`config.mk`:
```
export PLATFORM = sky130hd
export DESIGN_NAME = pn3_fade
export DESIGN_NICKNAME = d
export VERILOG_FILES = /design/src/rtl/pn3_pkg.sv /design/src/rtl/pn3_fade.sv
export SDC_FILE = /design/constraint.sdc
export NUM_CORES = 2
export LEC_CHECK = 0
export ABC_AREA = 1
export CORE_ASPECT_RATIO = 0.6
export CORE_UTILIZATION = 45
export CTS_CLUSTER_SIZE = 10
export DETAILED_ROUTE_END_ITERATION = 7
export DONT_BUFFER_PORTS = 1
export GPL_TIMING_DRIVEN = 0
export HOLD_SLACK_MARGIN = 0.1
export PLACE_DENSITY_LB_ADDON = 0.1
export SKIP_CTS_REPAIR_TIMING = 1
export SYNTH_ARGS = -nofsm -noshare
export SYNTH_HDL_FRONTEND = slang
export SYNTH_SLANG_ARGS = --single-unit
```
`constraint.sdc`:
```
create_clock -name clk -period 9.05 [get_ports clk]
set_input_delay 0.4525 -clock clk [delete_from_list [all_inputs] [get_ports clk]]
set_output_delay 0.4525 -clock clk [all_outputs]
set_load 0.02 [all_outputs]
```
`src/rtl/pn3_pkg.sv`:
```
// Shared types, constants, tables and helper functions for the 3D noise unit.
package pn3_pkg;

  localparam int TABLE_SIZE    = 256;
  localparam int IDX_W         = $clog2(TABLE_SIZE);
  localparam int Q_BITS        = 16;
  localparam int DEF_FRAC_BITS = 16;
  localparam int COORD_W       = 32;
  localparam int NOISE_W       = 16;
  localparam int FADE_W        = Q_BITS + 1;   // 0..1.0 inclusive
  localparam int VAL_W         = 20;           // gradient and lerp values
  localparam int DIF_W         = VAL_W + 1;    // lerp differences
  localparam int PRD_W         = FADE_W + 1 + DIF_W;
  localparam int NUM_CORNERS   = 8;
  localparam int NUM_LERP_X    = 4;

  localparam logic signed [VAL_W-1:0] Q_ONE_V = VAL_W'(65536);

  typedef logic [IDX_W-1:0]         idx_t;
  typedef logic signed [VAL_W-1:0]  val_t;
  typedef logic signed [DIF_W-1:0]  dif_t;
  typedef logic signed [PRD_W-1:0]  prd_t;
  typedef logic [FADE_W-1:0]        fade_t;

  typedef enum logic {
    FUNC_QUERY = 1'b0,
    FUNC_WRITE = 1'b1
  } func_t;

  // Per-stage control carried along the pipe
  typedef struct packed {
    logic vld;
    logic wr;
  } ctl_t;

  // Table write request seen by one group of table copies
  typedef struct packed {
    logic we;
    idx_t addr;
    idx_t data;
  } tbl_wr_t;

  localparam logic [7:0] CLASSIC_PERM [TABLE_SIZE] = '{
    8'd151, 8'd160, 8'd137, 8'd91,  8'd90,  8'd15,  8'd131, 8'd13,
    8'd201, 8'd95,  8'd96,  8'd53,  8'd194, 8'd233, 8'd7,   8'd225,
    8'd140, 8'd36,  8'd103, 8'd30,  8'd69,  8'd142, 8'd8,   8'd99,
    8'd37,  8'd240, 8'd21,  8'd10,  8'd23,  8'd190, 8'd6,   8'd148,
    8'd247, 8'd120, 8'd234, 8'd75,  8'd0,   8'd26,  8'd197, 8'd62,
    8'd94,  8'd252, 8'd219, 8'd203, 8'd117, 8'd35,  8'd11,  8'd32,
    8'd57,  8'd177, 8'd33,  8'd88,  8'd237, 8'd149, 8'd56,  8'd87,
    8'd174, 8'd20,  8'd125, 8'd136, 8'd171, 8'd168, 8'd68,  8'd175,
    8'd74,  8'd165, 8'd71,  8'd134, 8'd139, 8'd48,  8'd27,  8'd166,
    8'd77,  8'd146, 8'd158, 8'd231, 8'd83,  8'd111, 8'd229, 8'd122,
    8'd60,  8'd211, 8'd133, 8'd230, 8'd220, 8'd105, 8'd92,  8'd41,
    8'd55,  8'd46,  8'd245, 8'd40,  8'd244, 8'd102, 8'd143, 8'd54,
    8'd65,  8'd25,  8'd63,  8'd161, 8'd1,   8'd216, 8'd80,  8'd73,
    8'd209, 8'd76,  8'd132, 8'd187, 8'd208, 8'd89,  8'd18,  8'd169,
    8'd200, 8'd196, 8'd135, 8'd130, 8'd116, 8'd188, 8'd159, 8'd86,
    8'd164, 8'd100, 8'd109, 8'd198, 8'd173, 8'd186, 8'd3,   8'd64,
    8'd52,  8'd217, 8'd226, 8'd250, 8'd124, 8'd123, 8'd5,   8'd202,
    8'd38,  8'd147, 8'd118, 8'd126, 8'd255, 8'd82,  8'd85,  8'd212,
    8'd207, 8'd206, 8'd59,  8'd227, 8'd47,  8'd16,  8'd58,  8'd17,
    8'd182, 8'd189, 8'd28,  8'd42,  8'd223, 8'd183, 8'd170, 8'd213,
    8'd119, 8'd248, 8'd152, 8'd2,   8'd44,  8'd154, 8'd163, 8'd70,
    8'd221, 8'd153, 8'd101, 8'd155, 8'd167, 8'd43,  8'd172, 8'd9,
    8'd129, 8'd22,  8'd39,  8'd253, 8'd19,  8'd98,  8'd108, 8'd110,
    8'd79,  8'd113, 8'd224, 8'd232, 8'd178, 8'd185, 8'd112, 8'd104,
    8'd218, 8'd246, 8'd97,  8'd228, 8'd251, 8'd34,  8'd242, 8'd193,
    8'd238, 8'd210, 8'd144, 8'd12,  8'd191, 8'd179, 8'd162, 8'd241,
    8'd81,  8'd51,  8'd145, 8'd235, 8'd249, 8'd14,  8'd239, 8'd107,
    8'd49,  8'd192, 8'd214, 8'd31,  8'd181, 8'd199, 8'd106, 8'd157,
    8'd184, 8'd84,  8'd204, 8'd176, 8'd115, 8'd121, 8'd50,  8'd45,
    8'd127, 8'd4,   8'd150, 8'd254, 8'd138, 8'd236, 8'd205, 8'd93,
    8'd222, 8'd114, 8'd67,  8'd29,  8'd24,  8'd72,  8'd243, 8'd141,
    8'd128, 8'd195, 8'd78,  8'd66,  8'd215, 8'd61,  8'd156, 8'd180
  };

  // Floor of a Q.16 product back to a Q.16 value
  function automatic val_t floor_q(input prd_t p);
    prd_t s;
    s = p >>> Q_BITS;
    return s[VAL_W-1:0];
  endfunction

  // Fade weight (0..1.0) times a signed difference
  function automatic prd_t mul_w(input fade_t t, input dif_t d);
    logic signed [FADE_W:0] ts;
    ts = $signed({1'b0, t});
    return PRD_W'(ts * d);
  endfunction

  // 12-direction gradient dot product, selected by the low hash nibble
  function automatic val_t grad(input idx_t hash, input val_t x, input val_t y,
                                input val_t z);
    logic [3:0] h;
    val_t u;
    val_t v;
    h = hash[3:0];
    u = (h < 4'd8) ? x : y;
    v = (h < 4'd4) ? y : (((h == 4'd12) || (h == 4'd14)) ? x : z);
    return (h[0] ? -u : u) + (h[1] ? -v : v);
  endfunction

endpackage

```
`src/rtl/pn3_fade.sv`:
```
// Three-stage fade curve 6t^5-15t^4+10t^3 on a Q0.16 fraction.
module pn3_fade import pn3_pkg::*; (
  input  logic              clk,
  input  logic              en,
  input  logic [Q_BITS-1:0] t_i,
  output fade_t             f_o,
  output logic [Q_BITS-1:0] t_o
);

  logic signed [Q_BITS+4:0]   a_s1;
  logic signed [2*Q_BITS+5:0] ta_s1;
  logic [2*Q_BITS-1:0]        tt_s1;
  logic signed [Q_BITS+5:0]   ta_r;
  logic [Q_BITS-1:0]          t2_r;
  logic [Q_BITS-1:0]          t_s2_r;
  logic signed [Q_BITS+5:0]   b_s2;
  logic [2*Q_BITS-1:0]        p3_s2;
  logic signed [Q_BITS+5:0]   b_r;
  logic [Q_BITS-1:0]          t3_r;
  logic [Q_BITS-1:0]          t_s3_r;
  logic signed [2*Q_BITS+6:0] pf_s3;
  logic signed [Q_BITS+6:0]   fl_s3;
  fade_t                      f_s3;
  fade_t                      f_r;
  logic [Q_BITS-1:0]          t_s4_r;

  // Stage 1: a = 6t-15, t*a and t*t
  always_comb begin
    a_s1  = $signed({5'd0, t_i}) * (Q_BITS+5)'(6) - (Q_BITS+5)'(15 * 65536);
    ta_s1 = $signed({1'b0, t_i}) * a_s1;
    tt_s1 = t_i * t_i;
  end

  // Stage 2: b = floor(t*a)+10, t^3
  always_comb begin
    b_s2  = ta_r + (Q_BITS+6)'(10 * 65536);
    p3_s2 = t2_r * t_s2_r;
  end

  // Stage 3: floor(t^3*b), clamped to 0..1.0
  always_comb begin
    pf_s3 = $signed({1'b0, t3_r}) * b_r;
    fl_s3 = pf_s3[2*Q_BITS+6:Q_BITS];
    if (fl_s3 < 0) begin
      f_s3 = '0;
    end else if (fl_s3 > (Q_BITS+7)'(65536)) begin
      f_s3 = fade_t'(65536);
    end else begin
      f_s3 = fl_s3[FADE_W-1:0];
    end
  end

  always_ff @(posedge clk) begin
    if (en) begin
      ta_r   <= ta_s1[2*Q_BITS+5:Q_BITS];
      t2_r   <= tt_s1[2*Q_BITS-1:Q_BITS];
      t_s2_r <= t_i;
      b_r    <= b_s2;
      t3_r   <= p3_s2[2*Q_BITS-1:Q_BITS];
      t_s3_r <= t_s2_r;
      f_r    <= f_s3;
      t_s4_r <= t_s3_r;
    end
  end

  assign f_o = f_r;
  assign t_o = t_s4_r;

endmodule

```
# Word-level counts from Yosys, hierarchy flattened
# Cells that the tools add are included.
# W data, S select, Z words.
[word_totals]
reg_bits = 141
inputBits = 18
out_inout_bits = 33
elab_cells = 20
[classes]
addsub = 2
multipliers = 5
order_cmp = 2
muxes = 1
reduce_logical = 1
[op_table]
columns = ["cell", "n"]
rows = [
  ["$mul A16 B16 Y32", 2],
  ["$mul A17 B22 Y39", 1],
  ["$mul A17 B21 Y38", 1],
  ["$gt A23 B18 Y1 const B", 1],
  ["$lt A23 B1 Y1 const B", 1],
  ["$add A22 B21 Y22 const B", 1],
  ["$sub A19 B20 Y21 const B", 1],
  ["$mul A16 B2 Y18 const B", 1],
  ["$mux W17", 1],
  ["$reduce_or A2 Y1", 1],
]

# Depth between registers and ports, before layout
[depth]
depth_word = 3
mapped_depth = 39
depth_no_buf = 38

# Worst setup path after synthesis
# Ideal clock, no wire load.
[synth_path]
path_kind = "input to register"
from = "in t_i[13]"
to = "reg ta_r[15], data pin"
setup_time_ns = 0.259
arrival_time_ns = 7.641
required_ns = 8.791
setup_slack_ns = 1.150
path_stages = 33
n_path_buf = 4
path_cell_list = "clkbuf_1 inv_1 ha_1 nor4_1 a221oi_1 nand3_1 and2_1 buf_2 clkinv_1 ha_1 clkbuf_1 clkbuf_1 nand2_1 inv_1 fa_1 inv_1 fa_1 fa_1 inv_1 fa_1 fa_1 inv_1 fa_1 inv_1 ha_1 nand2_1 nor4_1 nand3_1 nand3_1 nand2_1 o211ai_1 a21oi_1 xnor2_1"
[synth_via]
elab_chain_cells = 3
[synth_lines]
columns = ["element", "line_no", "rtl"]
rows = [
  ["start, declared", "pn3_fade.sv:5", "input logic [Q_BITS-1:0] t_i,"],
  ["$mul A16 B2 Y18", "pn3_fade.sv:29", "a_s1 = $signed({5'd0, t_i}) * (Q_BITS+5)'(6) - (Q_BITS+5)'(15 * 65536);"],
  ["$sub A19 B20 Y21", "pn3_fade.sv:29", ""],
  ["$mul A17 B21 Y38 *", "pn3_fade.sv:30", "ta_s1 = $signed({1'b0, t_i}) * a_s1;"],
  ["named net ta_s1[31]", "pn3_fade.sv:11", "logic signed [2*Q_BITS+5:0] ta_s1;"],
  ["end signal, assigned", "pn3_fade.sv:55", "ta_r <= ta_s1[2*Q_BITS+5:Q_BITS];"],
  ["end, declared", "pn3_fade.sv:13", "logic signed [Q_BITS+5:0] ta_r;"],
]
# The timed path passes the listed nets; every way through them passes the cells marked *.
# A chain may end at the register's enable or synchronous reset.

# Final worst setup path
[layout_path]
from = "in t_i[13]"
to = "reg ta_r[19], data pin"
# Same word-level chain as after synthesis.

==> results.ini <==
[route]
drc=0
wl_met3_um=19180
vias=35730
drt_iter0_drc=3737
met2WireLength_um=51800
viasPerCell=5.120
dr.pass1.iters=8
drt-met1-wl_um=70740
highest_layer=met5
routed_wl_um=143200
routedWlPerCell_um=20.53
ant_nets=0

[cells_and_area]
drive_gt1_share_pct=1.985
nNetsFinal=7084
fillers=10150
area_delta_synth_final_pct=5.774
stdcell_count=6977

[synth]
synth_nets=7029
synth.area.top_cells=fa_1, inv_1, ha_1
netlist_top_cells_count=inv_1, nand2_1, fa_1
synth_warnings=0
ys_ff_latch=141
synthFlopType=edfxtp_1
yosysMostFrequentCell=inv_1
synthArstFlopShare_pct=0
ys_types=49
synth.top_cell.area_share_pct=44.31
synth.avg_cell_area_sq_um=8.308
yosysTopAreaCell=fa_1
synth_edf_count=141
synth-seq-area-share_pct=9.143
synthCells=5574
synthesis.area_sq_um=46310

[sta]
worstMarginPinSlew_ns=1.112
setup_viol_count_final=0
fin_crit_ns=8.776
max_clock_freq_mhz=113.9
rsz0062_at_grt=false
final.setup.tns_ns=0
finClkSkew_ns=0.02696
drv_slew=0
max-slew-margin-rel_pct=25.86
setup_ws_ns=0.2739
finalHoldViolCount=0
finalCritPeriodShare_pct=96.97

[worst_setup_path]
reg2reg_slack_ns=0.71
critPathLaunchType=input pin
cp_slowest_cell=fa_1
critPathArrivalTime_ns=9.02
crit_type=in2reg
crit_required_ns=9.30
cp_slowest_stage_delay_ns=0.55
cpMostUsedCell=fa_1
critPathCaptureType=flop
worstPathMaxFanout=10

[global_route]
grt_pass1_wl_um=221200
grt_pass1_vias=36030
grt_usage_pct=28.68
antenna_found_initial=4
grt_overflow=0
grt_max_degree=142

[clocking]
clockBufferDepth=2
cts_tree=done
htree_levels=4
clk_latency_ns=0.52
clk_pin_slew_worst_paths_ns=0.08
clkSinkCount=141
root_buffer=clkbuf_16
cts_inserted_buffers=17

[die]
initial_utilization_pct=45.75
num_rows=90
die_area_sq_um=104200
fp.dieH_um=250.5
ios=51
die_x_um=416.2
fp.coreArea_sq_um=101200

[flow_run]
maxCapViolations=0

[min_path]
hp-class=in2reg

[place]
dpl.hpwl_um=122800
dp_slack_ns=-1.225
gp_congestion=0.9926
io_buffers=0
placed_cells=6908

[outcome]
run_status=complete, no violations

critical path, delay by kind of cell:
kind	cells	cell delay [ns]
buffers and inverters	9	1.56
AND/OR/NAND/NOR	9	1.64
adder cells (fa/ha/maj)	9	4.08
AO/OA/AOI/OAI	4	0.98
XOR/XNOR	2	0.30
kinds of logic (layout without fill, tap and decap cells):
| family | after synthesis | in the layout | synth area share (%) |
|---|---|---|---|
| other cells | 0 | 1 | 0 |
| flops | 141 | 141 | 9.143 |
| fa+ha+maj | 1437 | 1437 | 55.44 |
| xor+xnor | 87 | 87 | 1.662 |
| simple gates | 1717 | 1717 | 14.76 |
| buf+inv | 1895 | 1963 | 15.38 |
| compound gates | 297 | 297 | 3.618 |
path summary, 6_finish.rpt:
| path | end | start | cells past startpoint |
|---|---|---|---|
| max reg2reg | f_o[10]$_SDFFCE_PP0P_ | t3_r[3]$_DFFE_PP_ | 28 |
| min reg2reg | b_r[6]$_DFFE_PP_ | ta_r[6]$_DFFE_PP_ | 0 |
| min | t3_r[6]$_DFFE_PP_ | en | 0 |
| max | ta_r[19]$_DFFE_PP_ | t_i[13] | 33 |
layout by cell type (no fill, tap or decap), types with 7 or more instances in the layout:
cell,netlist,layout
nand2_2,12,12
nor4_1,9,7
o211ai_1,9,9
nand2_1,1249,1249
clkinv_1,10,7
nor3_1,21,20
o21bai_1,17,17
nand3b_1,8,8
dlygate4sd3_1,0,20
xnor2_1,36,36
nor2_2,14,14
buf_1,9,9
inv_1,1686,1684
edfxtp_1,141,141
o21ai_0,63,62
nand3_1,109,109
nor2_1,262,262
or2_2,9,9
clkbuf_16,0,17
fa_1,1025,1025
buf_4,0,18
clkbuf_1,185,179
a21oi_1,159,159
xor2_1,50,50
ha_1,412,411
o21a_1,8,8
nand4_1,16,16
a21o_1,11,11
sequential cells by signal (all words and copies together) (netlist names):
| name | cells |
|---|---|
| b_r | 22 |
| t_o | 16 |
| t_s3_r | 16 |
| t2_r | 16 |
| f_o | 17 |
| ta_r | 22 |
| t3_r | 16 |
| t_s2_r | 16 |
final cells by class:
| cell class | count | area [sq um] | share of cell area [%] |
|---|---|---|---|
| clock buffer | 17 | 425.4 | 0.8685 |
| multi-input combinational | 3538 | 34980 | 71.42 |
| inverter | 1698 | 6395 | 13.05 |
| clock inverter | 15 | 186.4 | 0.3806 |
| tap | 1334 | 1669 | 3.407 |
| buffer | 195 | 752.0 | 1.535 |
| antenna | 1 | 2.502 | 0.005109 |
| timing repair buffer | 38 | 335.3 | 0.6845 |
| sequential | 141 | 4234 | 8.644 |
per-stage QoR:
stage	instance area, sq um	util [%]	hold slack (ns)
after global routing	48980	48.38	0.1095
after floorplan	46310	-	0.4003
after CTS	48590	48.00	-0.001174
after detailed placement	47980	47.39	0.4045
after global placement	47980	47.39	0.4038
final	48980	48.39	0.1521
layer usage:
metal	vias up	GRT usage (%)
li1	16110	-
met1	17860	46.33
met2	1663	36.20
met3	91	10.52
met4	2	3.722
met5	-	0
Power is left out: the tool's default activity adds up to more than one toggle a clock period on the data nets, which glitch-free logic cannot reach.
